$ cat src/design/hfs_pkg.sv
// ----------------------------------------------------------------------------
// hfs_pkg: shared types, codes and helpers for the handler frame stack
// Entry layout, operation and status codes, and the entry match rule.
// ----------------------------------------------------------------------------
package hfs_pkg;

  localparam int FrameW = 10;
  localparam int TagW   = 16;
  localparam int ModeW  = 2;
  localparam int StatW  = 2;

  // default sizes for the top level
  localparam int StackDepthDefault = 32;
  // heap size is fixed by the 10-bit frame field; addresses wrap at this size
  localparam int HeapWords         = 1024;

  // operation codes
  localparam logic [ModeW-1:0] ModePush     = 2'd0;
  localparam logic [ModeW-1:0] ModeReturn   = 2'd1;
  localparam logic [ModeW-1:0] ModeEndTry   = 2'd2;
  localparam logic [ModeW-1:0] ModeThrow    = 2'd3;

  // status codes
  localparam logic [StatW-1:0] StatOk        = 2'd0;
  localparam logic [StatW-1:0] StatOverflow  = 2'd1;
  localparam logic [StatW-1:0] StatUnderflow = 2'd2;
  localparam logic [StatW-1:0] StatUnhandled = 2'd3;

  typedef struct packed {
    logic [FrameW-1:0] frame;
    logic [TagW-1:0]   tag;
  } entry_t;

  // does a stored entry stop the unwind for this pop kind
  function automatic logic entry_match(input logic [ModeW-1:0] mode,
                                       input logic [TagW-1:0]  tag,
                                       input logic [TagW-1:0]  wanted);
    logic hit;
    case (mode)
      ModeReturn: hit = (tag == '0);
      ModeEndTry: hit = (tag != '0);
      default:    hit = (tag == wanted);
    endcase
    return hit;
  endfunction

  // status for a pop that ran out of entries
  function automatic logic [StatW-1:0] miss_status(input logic [ModeW-1:0] mode);
    logic [StatW-1:0] st;
    case (mode)
      ModeReturn: st = StatUnderflow;
      default:    st = StatUnhandled;
    endcase
    return st;
  endfunction

endpackage

$ cat src/design/hfs_entry_ram.sv
// ----------------------------------------------------------------------------
// hfs_entry_ram: stack entry storage
// One write port, one read port with registered read data. No reset.
// ----------------------------------------------------------------------------
module hfs_entry_ram #(
  parameter int Depth = hfs_pkg::StackDepthDefault,
  parameter int AddrW = $clog2(Depth)
) (
  input  logic              clk_i,
  input  logic              we_i,
  input  logic [AddrW-1:0]  waddr_i,
  input  hfs_pkg::entry_t   wdata_i,
  input  logic              re_i,
  input  logic [AddrW-1:0]  raddr_i,
  output hfs_pkg::entry_t   rdata_o
);

  hfs_pkg::entry_t mem_q [Depth];
  hfs_pkg::entry_t rdata_q;

  always_ff @(posedge clk_i) begin
    if (we_i) begin
      mem_q[waddr_i] <= wdata_i;
    end
  end

  always_ff @(posedge clk_i) begin
    if (re_i) begin
      rdata_q <= mem_q[raddr_i];
    end
  end

  assign rdata_o = rdata_q;

endmodule

$ cat src/design/handler_frame_stack.sv
// Order: a push result is registered straight from the input beat; a pop first
// fetches the top entry, then examines one entry per cycle through the single
// read port and match compare. A pop on an empty stack is answered directly.
// Throughput: one item at a time; a new beat is taken once the sequencer is
// idle and the result register is free or draining.
// Reset: asynchronous, active low; empties the stack, entry storage is not cleared.
// ----------------------------------------------------------------------------
// handler_frame_stack: bounded call/handler frame stack
// Push frames with catch tags; unwind to call frame, any handler or a
// specific handler, one entry per cycle.
// ----------------------------------------------------------------------------
module handler_frame_stack #(
  parameter int STACK_DEPTH = hfs_pkg::StackDepthDefault
) (
  input  logic                       clk_i,
  input  logic                       rst_ni,
  input  logic                       in_valid_i,
  output logic                       in_ready_o,
  input  logic [hfs_pkg::ModeW-1:0]  mode_i,
  input  logic [hfs_pkg::FrameW-1:0] frame_addr_i,
  input  logic [hfs_pkg::TagW-1:0]   catch_tag_i,
  input  logic [hfs_pkg::TagW-1:0]   wanted_exception_i,
  output logic                       out_valid_o,
  input  logic                       out_ready_i,
  output logic [hfs_pkg::FrameW-1:0] found_frame_o,
  output logic [hfs_pkg::StatW-1:0]  status_o
);

  localparam int TopW  = $clog2(STACK_DEPTH + 1);
  localparam int AddrW = $clog2(STACK_DEPTH);

  localparam logic StIdle = 1'b0;
  localparam logic StScan = 1'b1;

  logic                       state_q, state_d;
  logic [TopW-1:0]            top_q, top_d;
  logic [TopW-1:0]            top_dec;
  logic [hfs_pkg::ModeW-1:0]  mode_q, mode_d;
  logic [hfs_pkg::TagW-1:0]   wanted_q, wanted_d;
  logic                       out_valid_q, out_valid_d;
  logic [hfs_pkg::FrameW-1:0] found_q, found_d;
  logic [hfs_pkg::StatW-1:0]  status_q, status_d;

  logic                       we;
  logic                       re;
  hfs_pkg::entry_t            wentry;
  hfs_pkg::entry_t            rentry;
  logic                       accept;

  assign top_dec    = top_q - TopW'(1);
  assign in_ready_o = (state_q == StIdle) && (!out_valid_q || out_ready_i);
  assign accept     = in_valid_i && in_ready_o;

  assign wentry.frame = hfs_pkg::FrameW'(frame_addr_i % hfs_pkg::HeapWords);
  assign wentry.tag   = catch_tag_i;

  hfs_entry_ram #(
    .Depth (STACK_DEPTH),
    .AddrW (AddrW)
  ) u_ram (
    .clk_i   (clk_i),
    .we_i    (we),
    .waddr_i (top_q[AddrW-1:0]),
    .wdata_i (wentry),
    .re_i    (re),
    .raddr_i (top_dec[AddrW-1:0]),
    .rdata_o (rentry)
  );

  always_comb begin
    state_d     = state_q;
    top_d       = top_q;
    mode_d      = mode_q;
    wanted_d    = wanted_q;
    out_valid_d = out_valid_q && !out_ready_i;
    found_d     = found_q;
    status_d    = status_q;
    we          = 1'b0;
    re          = 1'b0;
    case (state_q)
      StIdle: begin
        if (accept) begin
          mode_d   = mode_i;
          wanted_d = wanted_exception_i;
          if (mode_i == hfs_pkg::ModePush) begin
            out_valid_d = 1'b1;
            found_d     = '0;
            if (top_q == TopW'(STACK_DEPTH)) begin
              status_d = hfs_pkg::StatOverflow;
            end else begin
              we       = 1'b1;
              top_d    = top_q + TopW'(1);
              status_d = hfs_pkg::StatOk;
            end
          end else if (top_q == '0) begin
            out_valid_d = 1'b1;
            found_d     = '0;
            status_d    = hfs_pkg::miss_status(mode_i);
          end else begin
            // fetch top entry, drop it from the stack
            re      = 1'b1;
            top_d   = top_dec;
            state_d = StScan;
          end
        end
      end
      StScan: begin
        if (hfs_pkg::entry_match(mode_q, rentry.tag, wanted_q)) begin
          out_valid_d = 1'b1;
          found_d     = rentry.frame;
          status_d    = hfs_pkg::StatOk;
          state_d     = StIdle;
        end else if (top_q == '0) begin
          // unwound everything: stack left empty
          out_valid_d = 1'b1;
          found_d     = '0;
          status_d    = hfs_pkg::miss_status(mode_q);
          state_d     = StIdle;
        end else begin
          re    = 1'b1;
          top_d = top_dec;
        end
      end
      default: begin
        state_d = StIdle;
      end
    endcase
  end

  always_ff @(posedge clk_i or negedge rst_ni) begin
    if (!rst_ni) begin
      state_q     <= StIdle;
      top_q       <= '0;
      out_valid_q <= 1'b0;
    end else begin
      state_q     <= state_d;
      top_q       <= top_d;
      out_valid_q <= out_valid_d;
    end
  end

  always_ff @(posedge clk_i) begin
    mode_q   <= mode_d;
    wanted_q <= wanted_d;
    found_q  <= found_d;
    status_q <= status_d;
  end

  assign out_valid_o   = out_valid_q;
  assign found_frame_o = found_q;
  assign status_o      = status_q;

endmodule
$ cat config.mk
export PLATFORM = sky130hd
export DESIGN_NAME = handler_frame_stack
export DESIGN_NICKNAME = d
export VERILOG_FILES = /design/src/design/hfs_pkg.sv /design/src/design/hfs_entry_ram.sv /design/src/design/handler_frame_stack.sv
export SDC_FILE = /design/constraint.sdc
export NUM_CORES = 1
export LEC_CHECK = 0
export BUFFER_PORTS_ARGS = -buffer_cell sky130_fd_sc_hd__buf_2
export CAP_MARGIN = 40
export CORE_MARGIN = 5
export CORE_UTILIZATION = 42
export DETAILED_ROUTE_END_ITERATION = 16
export GPL_TIMING_DRIVEN = 0
export SYNTH_ARGS = -nofsm -noshare
export SYNTH_HDL_FRONTEND = slang
export SYNTH_SLANG_ARGS = --single-unit
$ cat constraint.sdc
create_clock -name clk_i -period 4.65 [get_ports clk_i]
set_clock_uncertainty 0.2 [all_clocks]
set_input_delay 0.6975 -clock clk_i [delete_from_list [all_inputs] [get_ports clk_i]]
set_output_delay 0.6975 -clock clk_i [all_outputs]
set_load 0.005 [all_outputs]
==> results by stage <==
Run status:
- The flow ran to the end, and the final reports show no timing, DRC or antenna violations.

GRT:
- The number of antenna violations at the first check in global routing is 5.
- In this run the most used layer during global routing was met2.
- The largest net degree at the start of global routing is 33.
- After global routing the overflow that remains totals 0.
- The first global-routing pass estimated 117 mm of wire.
- The via count of the first global-routing pass was 16514.
- The met3 usage in global routing is 4.10%.
- Global routing used 26.4% of the available met1 tracks.
- In the global route stage, overall resource usage came out at 18.6%.
- Global routing consumed, on the met2 layer, 30.3% of the routing resources.

Power:
- The total power per unit cell area is 651 nW/µm².
- Across the VDD grid, the largest voltage drop is 0.329 mV.
- Overall power consumption after layout is estimated at 26200 µW.
- For this design the static power due to leakage is 0.0126 µW.

Logic synthesis:
- The number of nets in the synthesized netlist is 1489.
- The count of yosys warnings during synthesis is 0.
- The sequential element share of the synthesized area is 78.1%.
- Counting instances in the post-synthesis netlist gives the leading cell types as 888 x sky130_fd_sc_hd__edfxtp_1, 260 x sky130_fd_sc_hd__mux4_2, 40 x sky130_fd_sc_hd__nor2_1, 39 x sky130_fd_sc_hd__clkbuf_1, 33 x sky130_fd_sc_hd__nand2_1.
- The fraction of synthesized cell area taken by the top area cell type is 77.5%.
- Yosys attributes the largest share of cell area to sky130_fd_sc_hd__edfxtp_1 77%, sky130_fd_sc_hd__mux4_2 17%, sky130_fd_sc_hd__mux2_2 0.88%.
- The dominant cell by count in the synthesized netlist is sky130_fd_sc_hd__edfxtp_1.
- In this run, synthesis inferred 888 flip-flops with an integrated enable.
- The number of different library cells used by synthesis comes to 41.
- The average cell area after synthesis is 24.0 µm².
- The most area-hungry cell type in the Yosys netlist is sky130_fd_sc_hd__edfxtp_1.
- The area of the mapped netlist is 34400 µm².
- After synthesis the netlist holds a flip-flop and latch count of 896.
- The gate count after technology mapping is 1434.
- Counting flops with an async set or reset pin after synthesis yields a share of 0.893%.
- The most frequently used flop master after synthesis is sky130_fd_sc_hd__edfxtp_1.

Route:
- The count of vias placed by the detailed router is 15858.
- The total detailed-routing wirelength is 80.4 mm.
- The number of remaining DRC errors is 0.
- The first routing iteration left 1651 violations.
- The number of vias per cell after detailed routing is 5.70.
- The count of nets left with antenna violations once routing finished came out at 0.
- The count of TritonRoute iterations in the first routing pass is 5.
- The per-cell routed wire length is 28.9 µm.

Finish:
- The area growth from synthesis to layout is 16.9%.
- The cell area after layout is 40200 µm².
- The share of final-layout standard cells stronger than drive strength 1 is 35.2%.
- The post-layout instance count excluding filler cells is 2784.
- The number of nets in the layout is 1696.
- Measured on the finished design, the core utilization comes to 49.2%.

Clock tree:
- The CTS tree is yes.
- After clock tree synthesis, the clock-pin slew on the worst setup and hold paths is 0.06 ns.
- The number of CTS-inserted buffers is 92.
- After clock tree synthesis, the setup repair step added 0 buffers.
- The number of buffers on the longest clock path is 3.
- The number of sinks handled by clock tree synthesis is 896.
- The H-tree was split into 3 levels.
- The CTS root buffer is sky130_fd_sc_hd__clkbuf_16.
- The worst-skew pair later-pin latency is 0.64 ns.

Job:
- The number of max-capacitance violations reported is 0.

Hold path:
- The classification of the worst-slack hold path is in -> reg.
- The hold path startpoint is wanted_exception_i[14].

Critical path:
- The worst setup path is of the reg -> reg kind.
- The critical path data required time is 4.84 ns.
- The worst-path maximum fanout is 10.
- The critical path startpoint is top_q[0]$_DFFE_PN0P_.
- The worst setup path is captured at a register.
- The nature of the critical path startpoint is a register.
- At the worst endpoint, the arrival time is 4.69 ns.
- The startpoint identified for the worst register-to-register timing path is top_q[0]$_DFFE_PN0P_.

Placement:
- The number of placed instances, taps included is 2616.
- The congestion estimate from routability-driven global placement came to 0.891.
- The placed wire-length estimate is 52.1 mm.
- In this run the cell area measured after placement is 37300 µm².
- During placement, the flow inserted port buffers numbering 61.
- The minimum setup slack after placement is -0.182 ns.

Floorplan:
- The die is 296 µm tall.
- The boundary pin count is 62.
- The floorplan step defined a core boundary enclosing 81700 µm².
- The total number of placement rows is 105.
- The floorplan die area is 87800 µm².
- The chip width is 296 µm.
- The initial cell density of the core is 42.1%.

STA:
- The final number of hold-violating endpoints was 0.
- The clock period could shrink to 4.50 ns.
- The worst path uses 96.8% of the clock period.
- The highest attainable clock frequency is 222 MHz.
- The number of endpoints failing setup at the final stage is 0.
- The max-slew violation count is 0.
- Once routing completed, OpenROAD measured the worst setup slack at 0.148 ns.
- The tightest slew margin relative to the limit is 41.3%.
- For the pin with the worst max-slew slack, the measured transition is 0.872 ns.
[state kept, by name, indices dropped and copies added (netlist names)]
name	flops
top_q	6
wanted_q	16
status_o	2
u_ram.rdata_o	26
mode_q	2
found_frame_o	10
state_q	1
out_valid_o	1
u_ram.mem_q	832
[worst max-delay path, cell delays in order (launching register included)]
cell	delay [ns]
sky130_fd_sc_hd__dfrtp_1	0.43
sky130_fd_sc_hd__buf_2	0.23
sky130_fd_sc_hd__buf_6	0.20
sky130_fd_sc_hd__buf_4	0.28
sky130_fd_sc_hd__inv_1	0.20
sky130_fd_sc_hd__ha_1	0.37
sky130_fd_sc_hd__clkbuf_1	0.54
sky130_fd_sc_hd__clkbuf_1	0.48
sky130_fd_sc_hd__buf_6	0.22
sky130_fd_sc_hd__mux4_2	0.31
sky130_fd_sc_hd__mux4_2	0.51
sky130_fd_sc_hd__mux2_2	0.28
[path summary, 6_finish.rpt]
kind                                         endpoint  slack (ns)  cells after the start
max                        u_ram.rdata_o[1]$_DFFE_PP_        0.15                     11
min                            wanted_q[14]$_DFFE_PP_        0.04                      1
max reg2reg                u_ram.rdata_o[1]$_DFFE_PP_        0.15                     11
min reg2reg                found_frame_o[8]$_DFFE_PP_        0.35                      2
max in group asynchronous           state_q$_DFF_PN0_        3.77                      2
min in group asynchronous        top_q[5]$_DFFE_PN0P_        0.25                      2
[routing by layer]
metal  routed length [µm]  vias up
met3                 5910      116
met4                 1520        6
li1                     -     6574
met1                33400     8568
met2                39600      594
met5                   42        -
[through the flow]
step	hold slack [ns]	TNS, ns
CTS	0.000650	-0.000290
floorplan	0.202	0
global placement	0.310	-1459.96
detailed placement	0.317	-1.13
finish	0.0444	0
global route	0.00438	-0.00129
[cells by family after synthesis]
| group | synth area share (%) |
|---|---|
| compound gates | 0.683 |
| xor+xnor | 0.534 |
| fa+ha+maj | 0.254 |
| buf+inv | 1.08 |
| flops | 78.1 |
| mux | 17.9 |
| simple gates | 1.47 |
[placed cells by master (no fill, tap or decap), types with 3 or more instances in the layout]
master,n
sky130_fd_sc_hd__o21ai_0,14
sky130_fd_sc_hd__edfxtp_1,888
sky130_fd_sc_hd__mux2_2,27
sky130_fd_sc_hd__clkbuf_2,11
sky130_fd_sc_hd__buf_12,20
sky130_fd_sc_hd__xor2_1,17
sky130_fd_sc_hd__buf_4,21
sky130_fd_sc_hd__nand3_1,7
sky130_fd_sc_hd__nand2_1,33
sky130_fd_sc_hd__nand2b_1,3
sky130_fd_sc_hd__nand3b_1,3
sky130_fd_sc_hd__nor3_1,4
sky130_fd_sc_hd__clkbuf_1,49
sky130_fd_sc_hd__clkinv_8,3
sky130_fd_sc_hd__bufinv_16,9
sky130_fd_sc_hd__clkinvlp_4,4
sky130_fd_sc_hd__o31ai_1,4
sky130_fd_sc_hd__clkbuf_16,94
sky130_fd_sc_hd__clkinv_2,15
sky130_fd_sc_hd__mux4_2,260
sky130_fd_sc_hd__buf_2,72
sky130_fd_sc_hd__dfrtp_1,8
sky130_fd_sc_hd__nor2b_1,3
sky130_fd_sc_hd__buf_6,13
sky130_fd_sc_hd__clkinv_1,18
sky130_fd_sc_hd__ha_1,7
sky130_fd_sc_hd__nor2_1,8
sky130_fd_sc_hd__nand4_1,3
sky130_fd_sc_hd__buf_16,13
sky130_fd_sc_hd__a21oi_1,3
sky130_fd_sc_hd__nor2_4,32
sky130_fd_sc_hd__inv_1,6
sky130_fd_sc_hd__nor4_1,7
sky130_fd_sc_hd__xnor2_1,4
[where the power goes]
part | total [µW] | switching, µW | internal [µW]
Sequential | 9640 | 232 | 9410
Combinational | 9390 | 4890 | 4500
Clock | 7170 | 2970 | 4200
Total | 26200 | 8090 | 18100
[timing repair]
action / 4_1_cts / 5_1_grt
gates resized for setup: 7 / 8
hold buffers: 1 / 0
endpoints found under the hold margin: 8 / 0
endpoints found under the setup margin: 21 / 26
[final cells by class]
| type | instances | area (µm²) |
|---|---|---|
| Multi-Input combinational cell | 464 | 7440 |
| Inverter | 6 | 22.5 |
| Clock buffer | 115 | 2430 |
| Sequential cell | 896 | 26900 |
| Tap cell | 1070 | 1340 |
| Clock inverter | 51 | 509 |
| Fill cell | 6546 | 41500 |
| Buffer | 68 | 363 |
| Timing Repair Buffer | 113 | 1260 |
| Antenna cell | 1 | 2.50 |
Power figures use the tool's default switching activity.
